[src/sv/round_robin_task_scheduler_defines.svh]
// Assertion macros shared by the scheduler RTL.
`ifndef ROUND_ROBIN_TASK_SCHEDULER_DEFINES_SVH
`define ROUND_ROBIN_TASK_SCHEDULER_DEFINES_SVH
`ifndef SYNTHESIS
`define RRTS_ASSERT_IMP(label, ante, cons) \
  label: assert property (@(posedge clk) disable iff (rst) (ante) |-> (cons)) \
    else $error("rrts: same-cycle check failed");
`define RRTS_ASSERT_NXT(label, ante, cons) \
  label: assert property (@(posedge clk) disable iff (rst) (ante) |=> (cons)) \
    else $error("rrts: next-cycle check failed");
`else
`define RRTS_ASSERT_IMP(label, ante, cons)
`define RRTS_ASSERT_NXT(label, ante, cons)
`endif
`endif

[src/sv/rrts_pkg.sv]
// Types and constants of the round-robin task scheduler.
package rrts_pkg;

  localparam int QUEUE_DEPTH_DEF = 16;
  localparam int SUM_W           = 48;
  localparam int DELTA_W         = 34;
  localparam int CFG_IDX_W       = 2;

  localparam logic [15:0] QUANTUM_RESET = 16'd10;
  localparam logic [15:0] ARRIVAL_RESET = 16'd0;

  localparam logic [CFG_IDX_W-1:0] REG_QUANTUM = 2'd0;
  localparam logic [CFG_IDX_W-1:0] REG_ARRIVAL = 2'd1;

  localparam logic MODE_ADD      = 1'b0;
  localparam logic MODE_DISPATCH = 1'b1;

  typedef enum logic [1:0] {
    STAT_ADDED      = 2'd0,
    STAT_DISPATCHED = 2'd1,
    STAT_EMPTY      = 2'd2,
    STAT_FULL       = 2'd3
  } status_t;

  typedef enum logic [1:0] {
    FSM_IDLE  = 2'd0,
    FSM_READ  = 2'd1,
    FSM_ACCUM = 2'd2
  } fsm_t;

  // one queue slot
  typedef struct packed {
    logic [7:0]  task_id;
    logic [15:0] burst;
    logic [15:0] remaining;
    logic [31:0] start_time;
    logic        started;
  } entry_t;

  // update request to one running sum
  typedef struct packed {
    logic                      en;
    logic signed [DELTA_W-1:0] delta;
  } acc_upd_t;

endpackage

[src/sv/rrts_ram.sv]
// Generic simple dual-port RAM with registered read.
module rrts_ram #(
  parameter int WIDTH = 8,
  parameter int DEPTH = 16
) (
  input  logic                     clk,
  input  logic                     wr_en,
  input  logic [$clog2(DEPTH)-1:0] wr_addr,
  input  logic [WIDTH-1:0]         wr_data,
  input  logic                     rd_en,
  input  logic [$clog2(DEPTH)-1:0] rd_addr,
  output logic [WIDTH-1:0]         rd_data
);

  logic [WIDTH-1:0] mem [DEPTH];

  always_ff @(posedge clk) begin
    if (wr_en) begin
      mem[wr_addr] <= wr_data;
    end
    if (rd_en) begin
      rd_data <= mem[rd_addr];
    end
  end

endmodule

[src/sv/rrts_acc.sv]
// Saturating signed 48-bit running sum.
`include "round_robin_task_scheduler_defines.svh"
module rrts_acc (
  input  logic                                  clk,
  input  logic                                  rst,
  input  rrts_pkg::acc_upd_t                    upd,
  output logic signed [rrts_pkg::SUM_W-1:0]     sum
);

  localparam int SW = rrts_pkg::SUM_W;
  localparam int DW = rrts_pkg::DELTA_W;

  localparam logic [SW-1:0] SUM_MAX = {1'b0, {(SW-1){1'b1}}};
  localparam logic [SW-1:0] SUM_MIN = {1'b1, {(SW-1){1'b0}}};

  logic [SW:0]   total;
  logic [SW-1:0] sum_next;

  always_comb begin
    total = {sum[SW-1], sum} + {{(SW+1-DW){upd.delta[DW-1]}}, upd.delta};
    if (total[SW] != total[SW-1]) begin
      sum_next = total[SW] ? SUM_MIN : SUM_MAX;
    end else begin
      sum_next = total[SW-1:0];
    end
  end

  always_ff @(posedge clk) begin
    if (rst) begin
      sum <= '0;
    end else if (upd.en) begin
      sum <= sum_next;
    end
  end

  // non-negative sum plus non-negative delta never turns negative
  `RRTS_ASSERT_NXT(a_pos_stays_pos, upd.en && !upd.delta[DW-1] && !sum[SW-1], !sum[SW-1])
  // negative sum plus negative delta never turns non-negative
  `RRTS_ASSERT_NXT(a_neg_stays_neg, upd.en && upd.delta[DW-1] && sum[SW-1], sum[SW-1])

endmodule

[src/sv/round_robin_task_scheduler.sv]
// Round-robin task scheduler with time quantum: queue memory, control and statistics.
//
//   channel | direction | handshake            | word
//   --------+-----------+----------------------+-------------------------------------
//   in      | sink      | in_valid / in_stall  | mode, burst_length
//   out     | source    | out_valid / out_stall| status .. queue_occupancy
//   cfg     | sink      | cfg_valid / cfg_ready| cfg_index, cfg_data
//
// An add (or a dispatch on an empty queue) is taken when accepted and its word
// is registered into the output register. A dispatch runs through queue memory read,
// slice/requeue update with write-back of leftover work to the tail, then the sum
// stage (saturating sum update for a finished task), after which its word shows.
// Reset (rst, synchronous) clears pointers, count, id counter, time and sums, and
// loads a quantum of 10 and an arrival base of 0. Queue memory is not cleared.
// Stalls: a new word is taken only when the block is idle and the output register
// is empty or being drained; cfg writes are always taken (cfg_ready is tied high).
`include "round_robin_task_scheduler_defines.svh"
module round_robin_task_scheduler #(
  parameter int QUEUE_DEPTH = rrts_pkg::QUEUE_DEPTH_DEF
) (
  input  logic                           clk,
  input  logic                           rst,
  // configuration
  input  logic                           cfg_valid,
  output logic                           cfg_ready,
  input  logic [rrts_pkg::CFG_IDX_W-1:0] cfg_index,
  input  logic [15:0]                    cfg_data,
  // input words
  input  logic                           in_valid,
  output logic                           in_stall,
  input  logic                           mode,
  input  logic [15:0]                    burst_length,
  // result words
  output logic                           out_valid,
  input  logic                           out_stall,
  output logic [1:0]                     status,
  output logic [7:0]                     task_id,
  output logic [15:0]                    slice_length,
  output logic [31:0]                    slice_start,
  output logic                           task_finished,
  output logic signed [47:0]             turnaround_sum,
  output logic signed [47:0]             waiting_sum,
  output logic signed [47:0]             response_sum,
  output logic [7:0]                     tasks_added,
  output logic [4:0]                     queue_occupancy
);

  localparam int PW = $clog2(QUEUE_DEPTH);      // queue pointer width
  localparam int CW = $clog2(QUEUE_DEPTH + 1);  // occupancy count width
  localparam int EW = $bits(rrts_pkg::entry_t);

  function automatic logic [PW-1:0] wrap_inc(input logic [PW-1:0] p);
    return (p == PW'(QUEUE_DEPTH - 1)) ? '0 : p + 1'b1;
  endfunction

  // control state
  rrts_pkg::fsm_t state, state_next;
  logic [PW-1:0]  head;
  logic [PW-1:0]  tail;
  logic [CW-1:0]  count;
  logic [7:0]     next_id;
  logic [31:0]    cur_time;
  logic [15:0]    quantum;
  logic [15:0]    arrival;

  // per-dispatch holding registers for the accumulate cycle
  logic           fin;
  logic [31:0]    tstart;
  logic [15:0]    burst;

  // result word registers
  rrts_pkg::status_t res_status;
  logic [7:0]        res_id;
  logic [15:0]       res_slice;
  logic [31:0]       res_start;
  logic              res_finished;

  // handshakes and decode
  logic in_acc;
  logic is_add;
  logic full;
  logic empty;

  assign cfg_ready = 1'b1;
  assign in_stall  = (state != rrts_pkg::FSM_IDLE) || (out_valid && out_stall);
  assign in_acc    = in_valid && !in_stall;
  assign is_add    = (mode == rrts_pkg::MODE_ADD);
  assign full      = (count == CW'(QUEUE_DEPTH));
  assign empty     = (count == '0);

  // queue memory
  logic               wr_en;
  logic [PW-1:0]      wr_addr;
  rrts_pkg::entry_t   wr_entry;
  logic               rd_en;
  logic [EW-1:0]      rd_data;
  rrts_pkg::entry_t   head_entry;

  rrts_ram #(
    .WIDTH (EW),
    .DEPTH (QUEUE_DEPTH)
  ) u_queue (
    .clk     (clk),
    .wr_en   (wr_en),
    .wr_addr (wr_addr),
    .wr_data (wr_entry),
    .rd_en   (rd_en),
    .rd_addr (head),
    .rd_data (rd_data)
  );

  assign head_entry = rrts_pkg::entry_t'(rd_data);
  assign rd_en      = in_acc && !is_add && !empty;

  // dispatch math on the entry just read
  logic [31:0] slot_start;
  logic [15:0] slice;
  logic [15:0] rem_next;
  logic [31:0] time_next;

  always_comb begin
    slot_start = head_entry.started ? head_entry.start_time : cur_time;
    slice      = (head_entry.remaining > quantum) ? quantum : head_entry.remaining;
    rem_next   = head_entry.remaining - slice;
    time_next  = cur_time + {16'd0, slice};
  end

  // tail writes: fresh task on add, leftover work on dispatch
  always_comb begin
    wr_en    = 1'b0;
    wr_addr  = tail;
    wr_entry = '0;
    if ((state == rrts_pkg::FSM_IDLE) && in_acc && is_add && !full) begin
      wr_en              = 1'b1;
      wr_entry.task_id   = next_id;
      wr_entry.burst     = burst_length;
      wr_entry.remaining = burst_length;
    end else if ((state == rrts_pkg::FSM_READ) && (rem_next != '0)) begin
      wr_en               = 1'b1;
      wr_entry.task_id    = head_entry.task_id;
      wr_entry.burst      = head_entry.burst;
      wr_entry.remaining  = rem_next;
      wr_entry.start_time = slot_start;
      wr_entry.started    = 1'b1;
    end
  end

  // next state
  always_comb begin
    state_next = state;
    case (state)
      rrts_pkg::FSM_IDLE: begin
        if (rd_en) begin
          state_next = rrts_pkg::FSM_READ;
        end
      end
      rrts_pkg::FSM_READ:  state_next = rrts_pkg::FSM_ACCUM;
      rrts_pkg::FSM_ACCUM: state_next = rrts_pkg::FSM_IDLE;
      default:             state_next = rrts_pkg::FSM_IDLE;
    endcase
  end

  // control registers
  always_ff @(posedge clk) begin
    if (rst) begin
      state     <= rrts_pkg::FSM_IDLE;
      out_valid <= 1'b0;
      head      <= '0;
      tail      <= '0;
      count     <= '0;
      next_id   <= '0;
      cur_time  <= '0;
      quantum   <= rrts_pkg::QUANTUM_RESET;
      arrival   <= rrts_pkg::ARRIVAL_RESET;
    end else begin
      state <= state_next;

      if (cfg_valid && cfg_ready) begin
        case (cfg_index)
          rrts_pkg::REG_QUANTUM: quantum <= cfg_data;
          rrts_pkg::REG_ARRIVAL: arrival <= cfg_data;
          default: ;
        endcase
      end

      // add, full or empty: word is ready right away; dispatch after the sum stage
      if ((state == rrts_pkg::FSM_ACCUM) ||
          ((state == rrts_pkg::FSM_IDLE) && in_acc && (is_add || empty))) begin
        out_valid <= 1'b1;
      end else if (out_valid && !out_stall) begin
        out_valid <= 1'b0;
      end

      if ((state == rrts_pkg::FSM_IDLE) && in_acc) begin
        if (is_add && !full) begin
          tail    <= wrap_inc(tail);
          count   <= count + 1'b1;
          next_id <= next_id + 8'd1;
        end
      end

      if (state == rrts_pkg::FSM_READ) begin
        head     <= wrap_inc(head);
        cur_time <= time_next;
        if (rem_next == '0) begin
          count <= count - 1'b1;
        end else begin
          tail  <= wrap_inc(tail);
        end
      end
    end
  end

  // result word and holding registers (no reset needed)
  always_ff @(posedge clk) begin
    if ((state == rrts_pkg::FSM_IDLE) && in_acc) begin
      res_status   <= is_add ? (full ? rrts_pkg::STAT_FULL : rrts_pkg::STAT_ADDED)
                             : rrts_pkg::STAT_EMPTY;
      res_id       <= is_add ? next_id : 8'd0;
      res_slice    <= '0;
      res_start    <= cur_time;
      res_finished <= 1'b0;
    end else if (state == rrts_pkg::FSM_READ) begin
      res_status   <= rrts_pkg::STAT_DISPATCHED;
      res_id       <= head_entry.task_id;
      res_slice    <= slice;
      res_start    <= cur_time;
      res_finished <= (rem_next == '0);
      fin          <= (rem_next == '0);
      tstart       <= slot_start;
      burst        <= head_entry.burst;
    end
  end

  // statistics: deltas from registered time, then saturating adds
  logic [16:0]        arr_burst;
  rrts_pkg::acc_upd_t upd_turn;
  rrts_pkg::acc_upd_t upd_wait;
  rrts_pkg::acc_upd_t upd_resp;
  logic               acc_en;

  assign acc_en    = (state == rrts_pkg::FSM_ACCUM) && fin;
  assign arr_burst = {1'b0, arrival} + {1'b0, burst};

  always_comb begin
    upd_turn.en    = acc_en;
    upd_turn.delta = $signed({2'b00, cur_time}) - $signed({18'd0, arrival});
    upd_wait.en    = acc_en;
    upd_wait.delta = $signed({2'b00, cur_time}) - $signed({17'd0, arr_burst});
    upd_resp.en    = acc_en;
    upd_resp.delta = $signed({2'b00, tstart}) - $signed({18'd0, arrival});
  end

  rrts_acc u_turn (.clk(clk), .rst(rst), .upd(upd_turn), .sum(turnaround_sum));
  rrts_acc u_wait (.clk(clk), .rst(rst), .upd(upd_wait), .sum(waiting_sum));
  rrts_acc u_resp (.clk(clk), .rst(rst), .upd(upd_resp), .sum(response_sum));

  // outputs
  logic [CW+4:0] count_ext;
  assign count_ext       = {5'd0, count};
  assign status          = res_status;
  assign task_id         = res_id;
  assign slice_length    = res_slice;
  assign slice_start     = res_start;
  assign task_finished   = res_finished;
  assign tasks_added     = next_id;
  assign queue_occupancy = count_ext[4:0];

  // pointer bookkeeping check: tail sits count slots after head
  logic [PW:0] ht_sum;
  logic [PW:0] ht_wrap;
  always_comb begin
    ht_sum  = {1'b0, head} + (PW+1)'(count);
    ht_wrap = (ht_sum >= (PW+1)'(QUEUE_DEPTH)) ? ht_sum - (PW+1)'(QUEUE_DEPTH) : ht_sum;
  end

  `RRTS_ASSERT_IMP(a_count_bound, 1'b1, count <= CW'(QUEUE_DEPTH))
  `RRTS_ASSERT_IMP(a_ptr_consistent, state == rrts_pkg::FSM_IDLE, tail == ht_wrap[PW-1:0])
  `RRTS_ASSERT_IMP(a_no_rw_same_cycle, rd_en, !wr_en || (wr_addr != head) || full)
  `RRTS_ASSERT_NXT(a_read_then_update, rd_en, state == rrts_pkg::FSM_READ)
  `RRTS_ASSERT_NXT(a_accum_sets_valid, state == rrts_pkg::FSM_ACCUM, out_valid)

endmodule
[config.mk]
export PLATFORM = sky130hd
export DESIGN_NAME = round_robin_task_scheduler
export DESIGN_NICKNAME = d
export VERILOG_FILES = /design/src/sv/rrts_pkg.sv /design/src/sv/rrts_ram.sv /design/src/sv/rrts_acc.sv /design/src/sv/round_robin_task_scheduler.sv
export VERILOG_INCLUDE_DIRS = /design/src /design/src/sv
export SDC_FILE = /design/constraint.sdc
export NUM_CORES = 2
export LEC_CHECK = 0
export BUFFER_PORTS_ARGS = -buffer_cell sky130_fd_sc_hd__buf_2
export CORE_MARGIN = 2
export CORE_UTILIZATION = 55
export CTS_CLUSTER_DIAMETER = 120
export DETAILED_ROUTE_END_ITERATION = 16
export GPL_TIMING_DRIVEN = 0
export PLACE_DENSITY = 0.78
export SYNTH_ARGS = -nofsm -noshare
export SYNTH_HDL_FRONTEND = slang
export SYNTH_HIERARCHICAL = 1
export SYNTH_SLANG_ARGS = --single-unit
export TNS_END_PERCENT = 30
[constraint.sdc]
create_clock -name clk -period 25.7 [get_ports clk]
set_clock_uncertainty 0.2 [all_clocks]
set_input_delay 3.855 -clock clk [delete_from_list [all_inputs] [get_ports clk]]
set_output_delay 3.855 -clock clk [all_outputs]
set_load 0.05 [all_outputs]
After elaboration in Yosys (flattened, before gate mapping)
Memories as Yosys holds them, arrays and structs flattened. A register that Yosys moved wholly into a read port is not among the register bits.
Index checks and enable logic that the tools add are counted.

storage, ports and cells
  RAM bits = 1168
  bits of input ports = 40
  register bits = 340
  output and inout port bits = 219
  memories = 1
  logic and storage cells = 117

memory list
  name         depth  width  read ports  clocked after Yosys merged registers in  wr ports  RTL line        text
  u_queue.mem  16     73     1           1                                        1         rrts_ram.sv:15  logic [WIDTH-1:0] mem [DEPTH];

cells by class
  order comparisons = 1
  reductions and logical operators = 31
  eq/ne operators = 10
  $add $sub $neg = 14
  bitwise logic cells = 2
  mux-type cells = 38

operators by type and width
  kind                 number
  $mux 48              6
  $add 48x33->49       3
  $mux 32              3
  $mux 73              1
  $sub 32x16->33       2
  $mux 40              1
  $mux 33              1
  $sub 32x17->33       1
  $add 32x16->32       1
  $mux 4               6
  $mux 8               3
  $mux 5               4
  $add 16x16->17       1
  $gt 16x16->1         1
  $logic_not 16->1     1
  $mux 16              1
  $reduce_bool 16->1   1
  $sub 16x16->16       1
  $logic_and 1x1->1    12
  $mux 2               5
  $add 4x1->4 const B  2
  $add 8x1->8 const B  1
  $eq 4x4->1 const B   2
  $reduce_and 2->1     4
  other kinds (15)     32

Depth between registers and ports, before layout
  depth after elaboration = 10
  depth in mapped cells = 30

Cells and area by module
Netlist, hierarchy kept.

by module, submodules not included
  module                      area each (sq um)  instances  cells an instance
  rrts_ram                    45857.7            1          1875
  round_robin_task_scheduler  13678.1            1          1580
  rrts_acc at u_turn ...      4962.3             2          646
  rrts_acc at u_resp          4963.5             1          673

Worst setup path before layout
No wires, ideal clock.

  kind = reg2reg
  start point = register quantum[9]
  end point = memory u_queue/mem[0][0] (netlist bit), enable pin
  stages on the path, launching flop included = 28
  period minus slack after synthesis = 11.574 ns
  buffers on the path = 4
  data required time = 24.906 ns
  slack = 14.126 ns
  arrival = 10.781 ns
  path through = dfxtp_1 > inv_1 > ha_1 > nand4_1 > a2111o_1 > a31oi_4 > buf_6 > buf_6 > clkbuf_1 > nand2_1 > o21ai_0 > ha_1 > inv_1 > fa_1 > a21o_1 > a21oi_1 > o21bai_1 > a31o_2 > nor2_1 > o32ai_1 > a211oi_1 > nor3_1 > and4_1 > a21o_1 > buf_4 > nand2_1 > or3b_2 > nor3_1

between the ends
  cells in the longest elaborated chain, start to end = 9

RTL lines
  item                          RTL line                           text
  from (decl)                   round_robin_task_scheduler.sv:63   logic [15:0] quantum;
  from (signal assigned)        round_robin_task_scheduler.sv:173  quantum <= rrts_pkg::QUANTUM_RESET;
  from (signal assigned)        round_robin_task_scheduler.sv:180  rrts_pkg::REG_QUANTUM: quantum <= cfg_data;
  $gt 16x16->1                  round_robin_task_scheduler.sv:123  slice = (head_entry.remaining > quantum) ? quantum : head_entry.remaining;
  $mux 16                       round_robin_task_scheduler.sv:123
  named net slice[0]            round_robin_task_scheduler.sv:117  logic [15:0] slice;
  $sub 16x16->16                round_robin_task_scheduler.sv:124  rem_next = head_entry.remaining - slice;
  $reduce_bool 16->1            round_robin_task_scheduler.sv:138  end else if ((state == rrts_pkg::FSM_READ) && (rem_next != '0)) begin
  $logic_and 1x1->1             round_robin_task_scheduler.sv:138
  $mux 1                        round_robin_task_scheduler.sv:138
  $mux 1                        round_robin_task_scheduler.sv:133  if ((state == rrts_pkg::FSM_IDLE) && in_acc && is_add && !full) begin
  named net wr_en               round_robin_task_scheduler.sv:92   logic wr_en;
  $mux 1                        rrts_ram.sv:18                     if (wr_en) begin
  $mux 1 (implied by the code)  rrts_ram.sv:19                     mem[wr_addr] <= wr_data;
  to (decl)                     rrts_ram.sv:15

The timed path passes the listed nets, and every way through them passes these cells.

Worst setup path after layout
  start point = register quantum[7]
  end point = memory u_queue/mem[0][22] (netlist bit), enable pin

The elaborated chain is that of the path after synthesis.

==> metrics.txt <==
# TYPE chip_impl_metric gauge
chip_impl_info{name="run_status",value="finished, violations left"} 1
chip_impl_info{name="failed_checks",value="max-capacitance violations, max-slew violations"} 1
chip_impl_metric{name="placementRows",unit=""} 134
chip_impl_metric{name="synth_fp_nets",unit=""} 5720
chip_impl_metric{name="finish.net_count",unit=""} 6233
chip_impl_metric{name="drt_first_iter_violations",unit=""} 8426
chip_impl_metric{name="antenna_found_initial",unit=""} 35
chip_impl_metric{name="netlist.area_leader.share",unit=""} 0.537
chip_impl_metric{name="post_synth_num_cell_types",unit=""} 105
chip_impl_metric{name="drc_errors",unit=""} 0
chip_impl_metric{name="first_global_vias",unit=""} 51548
chip_impl_metric{name="cts.clk_slew.worst_paths",unit="ns"} 0.06
chip_impl_info{name="rsz_0062_raised_after_global_routing",value="no"} 1
chip_impl_metric{name="setup_viols_final",unit=""} 0
chip_impl_metric{name="synth-seq-cells",unit=""} 1581
chip_impl_metric{name="crit_buf_inv",unit=""} 10
chip_impl_metric{name="timing_worst_slew_pin_value",unit="ns"} 1.56
chip_impl_metric{name="post_cts_buffers",unit=""} 0
chip_impl_metric{name="vdd_ir_drop_max",unit="mV"} 0.0511
chip_impl_metric{name="power_leakage",unit="uW"} 0.0302
chip_impl_metric{name="avgViaCountPerCell",unit=""} 6.80
chip_impl_info{name="cpLargestDelayFamily",value="compound AO/OA/AOI/OAI gates"} 1
chip_impl_metric{name="floorplan.initialDensity",unit=""} 0.556
chip_impl_metric{name="clkSinkCount",unit=""} 1581
chip_impl_metric{name="post_cts.resized_instances",unit=""} 0
chip_impl_info{name="layout.cells.most_common",value="sky130_fd_sc_hd__edfxtp_1"} 1
chip_impl_info{name="worstSetupPathType",value="reg -> reg"} 1
chip_impl_metric{name="synth-warning-count",unit=""} 6
chip_impl_info{name="cts.root.buffer_cell",value="sky130_fd_sc_hd__clkbuf_16"} 1
chip_impl_metric{name="cts_hold_repair.buffers",unit=""} 0
chip_impl_info{name="timing.rr.end",value="u_queue/mem[0][22]"} 1
chip_impl_metric{name="ys_async_sr_fraction",unit=""} 0
chip_impl_info{name="min-delay-path-class",value="reg -> reg"} 1
chip_impl_metric{name="htree_num_levels",unit=""} 4
chip_impl_metric{name="placed_cells_incl_taps",unit=""} 7540
chip_impl_metric{name="timing.critical_path.fanout_max",unit=""} 10
chip_impl_metric{name="global_route_wire_length_before_repair",unit="um"} 344000
chip_impl_metric{name="clock.fmax",unit="MHz"} 100
chip_impl_info{name="cp-start-kind",value="flop"} 1
chip_impl_info{name="ys_top_cells_by_area",value="sky130_fd_sc_hd__edfxtp_1 54%, sky130_fd_sc_hd__mux4_2 8.8%, sky130_fd_sc_hd__dfxtp_1 6.7%"} 1
chip_impl_info{name="timing.critical_path.mode_cell",value="sky130_fd_sc_hd__buf_6"} 1
chip_impl_metric{name="finalMaxSlewViolations",unit=""} 24
chip_impl_metric{name="io-pin-count",unit=""} 259
chip_impl_metric{name="timing.reg2reg.worst_path_depth",unit=""} 31
chip_impl_metric{name="finalCriticalPeriod",unit="ns"} 9.96
chip_impl_info{name="crit_path_top_delay_cell",value="sky130_fd_sc_hd__o21ai_0"} 1
chip_impl_metric{name="post_synth_instance_area",unit="um^2"} 74400
chip_impl_metric{name="die_width",unit="um"} 372
chip_impl_info{name="setup_crit_end",value="u_queue/mem[0][22]"} 1
chip_impl_metric{name="final_min_period_over_clock_period",unit=""} 0.387
chip_impl_metric{name="ant_nets",unit=""} 0
chip_impl_metric{name="overall_via_count_from_detail_route",unit=""} 53437
chip_impl_metric{name="synth.avg_cell_area",unit="um^2"} 13.7
chip_impl_metric{name="fp.coreArea",unit="um^2"} 134000
chip_impl_metric{name="drt_pass_1_iters",unit=""} 6
chip_impl_metric{name="layout.core_utilization",unit=""} 0.634
chip_impl_metric{name="instances_no_fill",unit=""} 7854
chip_impl_metric{name="post_route_cells_drive_above_1_share",unit=""} 0.183
chip_impl_metric{name="maxCapViolations",unit=""} 2
chip_impl_metric{name="power_per_cell_area",unit="nW/um^2"} 66.5
chip_impl_metric{name="avgRoutedWirePerCell",unit="um"} 30.6
chip_impl_info{name="synth_ff_type",value="sky130_fd_sc_hd__edfxtp_1"} 1
chip_impl_metric{name="r2r_setup_slk",unit="ns"} 15.74
chip_impl_metric{name="finalHoldWorstSlack",unit="ns"} 0.235
chip_impl_metric{name="die_h",unit="um"} 372
chip_impl_metric{name="maximum_number_of_pins_on_one_net_before_global_route_repair",unit=""} 59
chip_impl_metric{name="global_route.overflow_total",unit=""} 0
chip_impl_metric{name="drt-total-wl",unit="um"} 240000
chip_impl_metric{name="io_buffer_count",unit=""} 257
chip_impl_info{name="netlist.top_cell.by_area",value="sky130_fd_sc_hd__edfxtp_1"} 1
chip_impl_metric{name="worst_ep_arrival_time",unit="ns"} 10.26
chip_impl_metric{name="timing.critical_path.slowest_cell_delay",unit="ns"} 0.80
chip_impl_metric{name="area_growth_syn_to_fin",unit="%"} 14.1
chip_impl_info{name="most-common-layout-cells",value="1332 x sky130_fd_sc_hd__edfxtp_1, 514 x sky130_fd_sc_hd__nand2_1, 300 x sky130_fd_sc_hd__buf_2"} 1
chip_impl_metric{name="number_of_enable_flip_flop_cells_after_synthesis",unit=""} 1332
chip_impl_metric{name="tritoncts.num_buffers",unit=""} 159
chip_impl_info{name="cts_tree",value="done"} 1
chip_impl_metric{name="hold_viol_final",unit=""} 0
chip_impl_info{name="worst_setup_path_startpoint",value="quantum[7]"} 1
chip_impl_metric{name="synthCells",unit=""} 5420
chip_impl_metric{name="cts_max_path_buffers",unit=""} 3
chip_impl_metric{name="grt_util_all_layers",unit=""} 0.344
chip_impl_metric{name="share_of_synthesized_area_occupied_by_flip_flops_and_latches",unit=""} 0.604
chip_impl_metric{name="worst_skew_pair.late_latency",unit="ns"} 0.83
chip_impl_metric{name="timing.critical_path.depth",unit=""} 31
chip_impl_info{name="worstSetupEndpointType",value="flop"} 1
chip_impl_metric{name="cp.required",unit="ns"} 26.01
chip_impl_metric{name="slew-limit-headroom",unit=""} -0.0387
chip_impl_metric{name="gpl.final_weighted_congestion",unit=""} 0.963
chip_impl_metric{name="die_area",unit="um^2"} 138000
chip_impl_metric{name="hpwl",unit="um"} 164000
chip_impl_info{name="worstReg2RegStart",value="quantum[7]"} 1
chip_impl_metric{name="setup_tns",unit="ns"} 0
[worst register-to-register path, delay by kind of cell, from the launching register on]
kind                       cells  cell delay (ns)
DFF                            1             0.52
adders and majority gates      3             1.06
buffers and inverters         10             2.05
and+or+nand+nor                6             2.18
AOI/OAI and AO/OA             12             3.61
[metal layers]
| layer | share of wire | global-route usage | vias to the layer above | routed length, um |
|---|---|---|---|---|
| li1 | - | - | 22179 | - |
| met1 | 0.36 | 0.449 | 26191 | 86300 |
| met2 | 0.45 | 0.521 | 4183 | 107000 |
| met3 | 0.14 | 0.109 | 844 | 33200 |
| met4 | 0.055 | 0.169 | 40 | 13200 |
| met5 | 0.0010 | 0 | - | 251 |
[state kept, by name, indices dropped and copies added, names as in the netlist, 8 cells and up]
name and count:
slice_length 16, burst 16, task_id 8, arrival 16, quantum 16, u_turn/sum 48, tasks_added 8, slice_start 32
u_queue/mem 1168, cur_time 32, u_queue/rd_data 73, u_wait/sum 48, tstart 32, u_resp/sum 48
[cells by family after synthesis]
| logic type | share of synthesized area |
|---|---|
| AO/OA/AOI/OAI | 0.114 |
| multiplexers | 0.0954 |
| flip-flops | 0.604 |
| adder cells (fa/ha/maj) | 0.0476 |
| AND/OR/NAND/NOR | 0.0825 |
| XOR/XNOR | 0.0292 |
| other | 0.0000504 |
| buffers and inverters | 0.0273 |
[how the worst min path moves through the flow]
stage	slack [ns]	start	cells after the start	to
after floorplan	0.21	cur_time[17]	0	slice_start[17]
after global placement	0.21	cur_time[31]	0	slice_start[31]
after detailed placement	0.21	cur_time[20]	0	slice_start[20]
after CTS	0.23	cur_time[22]	0	slice_start[22]
after global routing	0.24	cur_time[22]	0	slice_start[22]
final	0.24	cur_time[22]	0	slice_start[22]
[area by class of cell]
| cell class | count | area (um^2) |
|---|---|---|
| well taps | 1768 | 2210 |
| diodes | 20 | 50.0 |
| flip-flops and latches | 1581 | 45000 |
| clock inverters | 80 | 858 |
| multi-input cells | 3384 | 27500 |
| inverters | 148 | 558 |
| fillers | 9413 | 49100 |
| clock buffers | 214 | 4410 |
| repair buffers | 352 | 2800 |
| plain buffers | 307 | 1480 |
[synth_stat cells, types with 116 or more instances]
library cell               number
sky130_fd_sc_hd__a22oi_1      150
sky130_fd_sc_hd__a31oi_1      146
sky130_fd_sc_hd__nor2_1       232
sky130_fd_sc_hd__nand3_1      116
sky130_fd_sc_hd__xnor2_1      131
sky130_fd_sc_hd__clkbuf_1     181
sky130_fd_sc_hd__o21ai_0      158
sky130_fd_sc_hd__a21oi_1      258
sky130_fd_sc_hd__nand2_1      515
sky130_fd_sc_hd__ha_1         237
sky130_fd_sc_hd__edfxtp_1    1332
sky130_fd_sc_hd__mux4_2       292
sky130_fd_sc_hd__inv_1        144
sky130_fd_sc_hd__dfxtp_1      249
[report_power, final]
part | leakage, uW | switching [uW] | total (uW) | internal [uW]
Combinational | 0.0134 | 343 | 507 | 164
Clock | 0.00255 | 1040 | 2330 | 1290
Sequential | 0.0142 | 19.9 | 2810 | 2790
[stage by stage]
stage	area (um^2)	total power [uW]	setup slack [ns]
3_5_place_dp	79600	3350	16.37
5_1_grt	84800	5780	15.66
3_3_place_gp	77900	3340	6.41
2_1_floorplan	74400	3200	14.13
6_report	84900	5650	15.74
4_1_cts	84800	5640	16.21
Power figures use the tool's default switching activity.
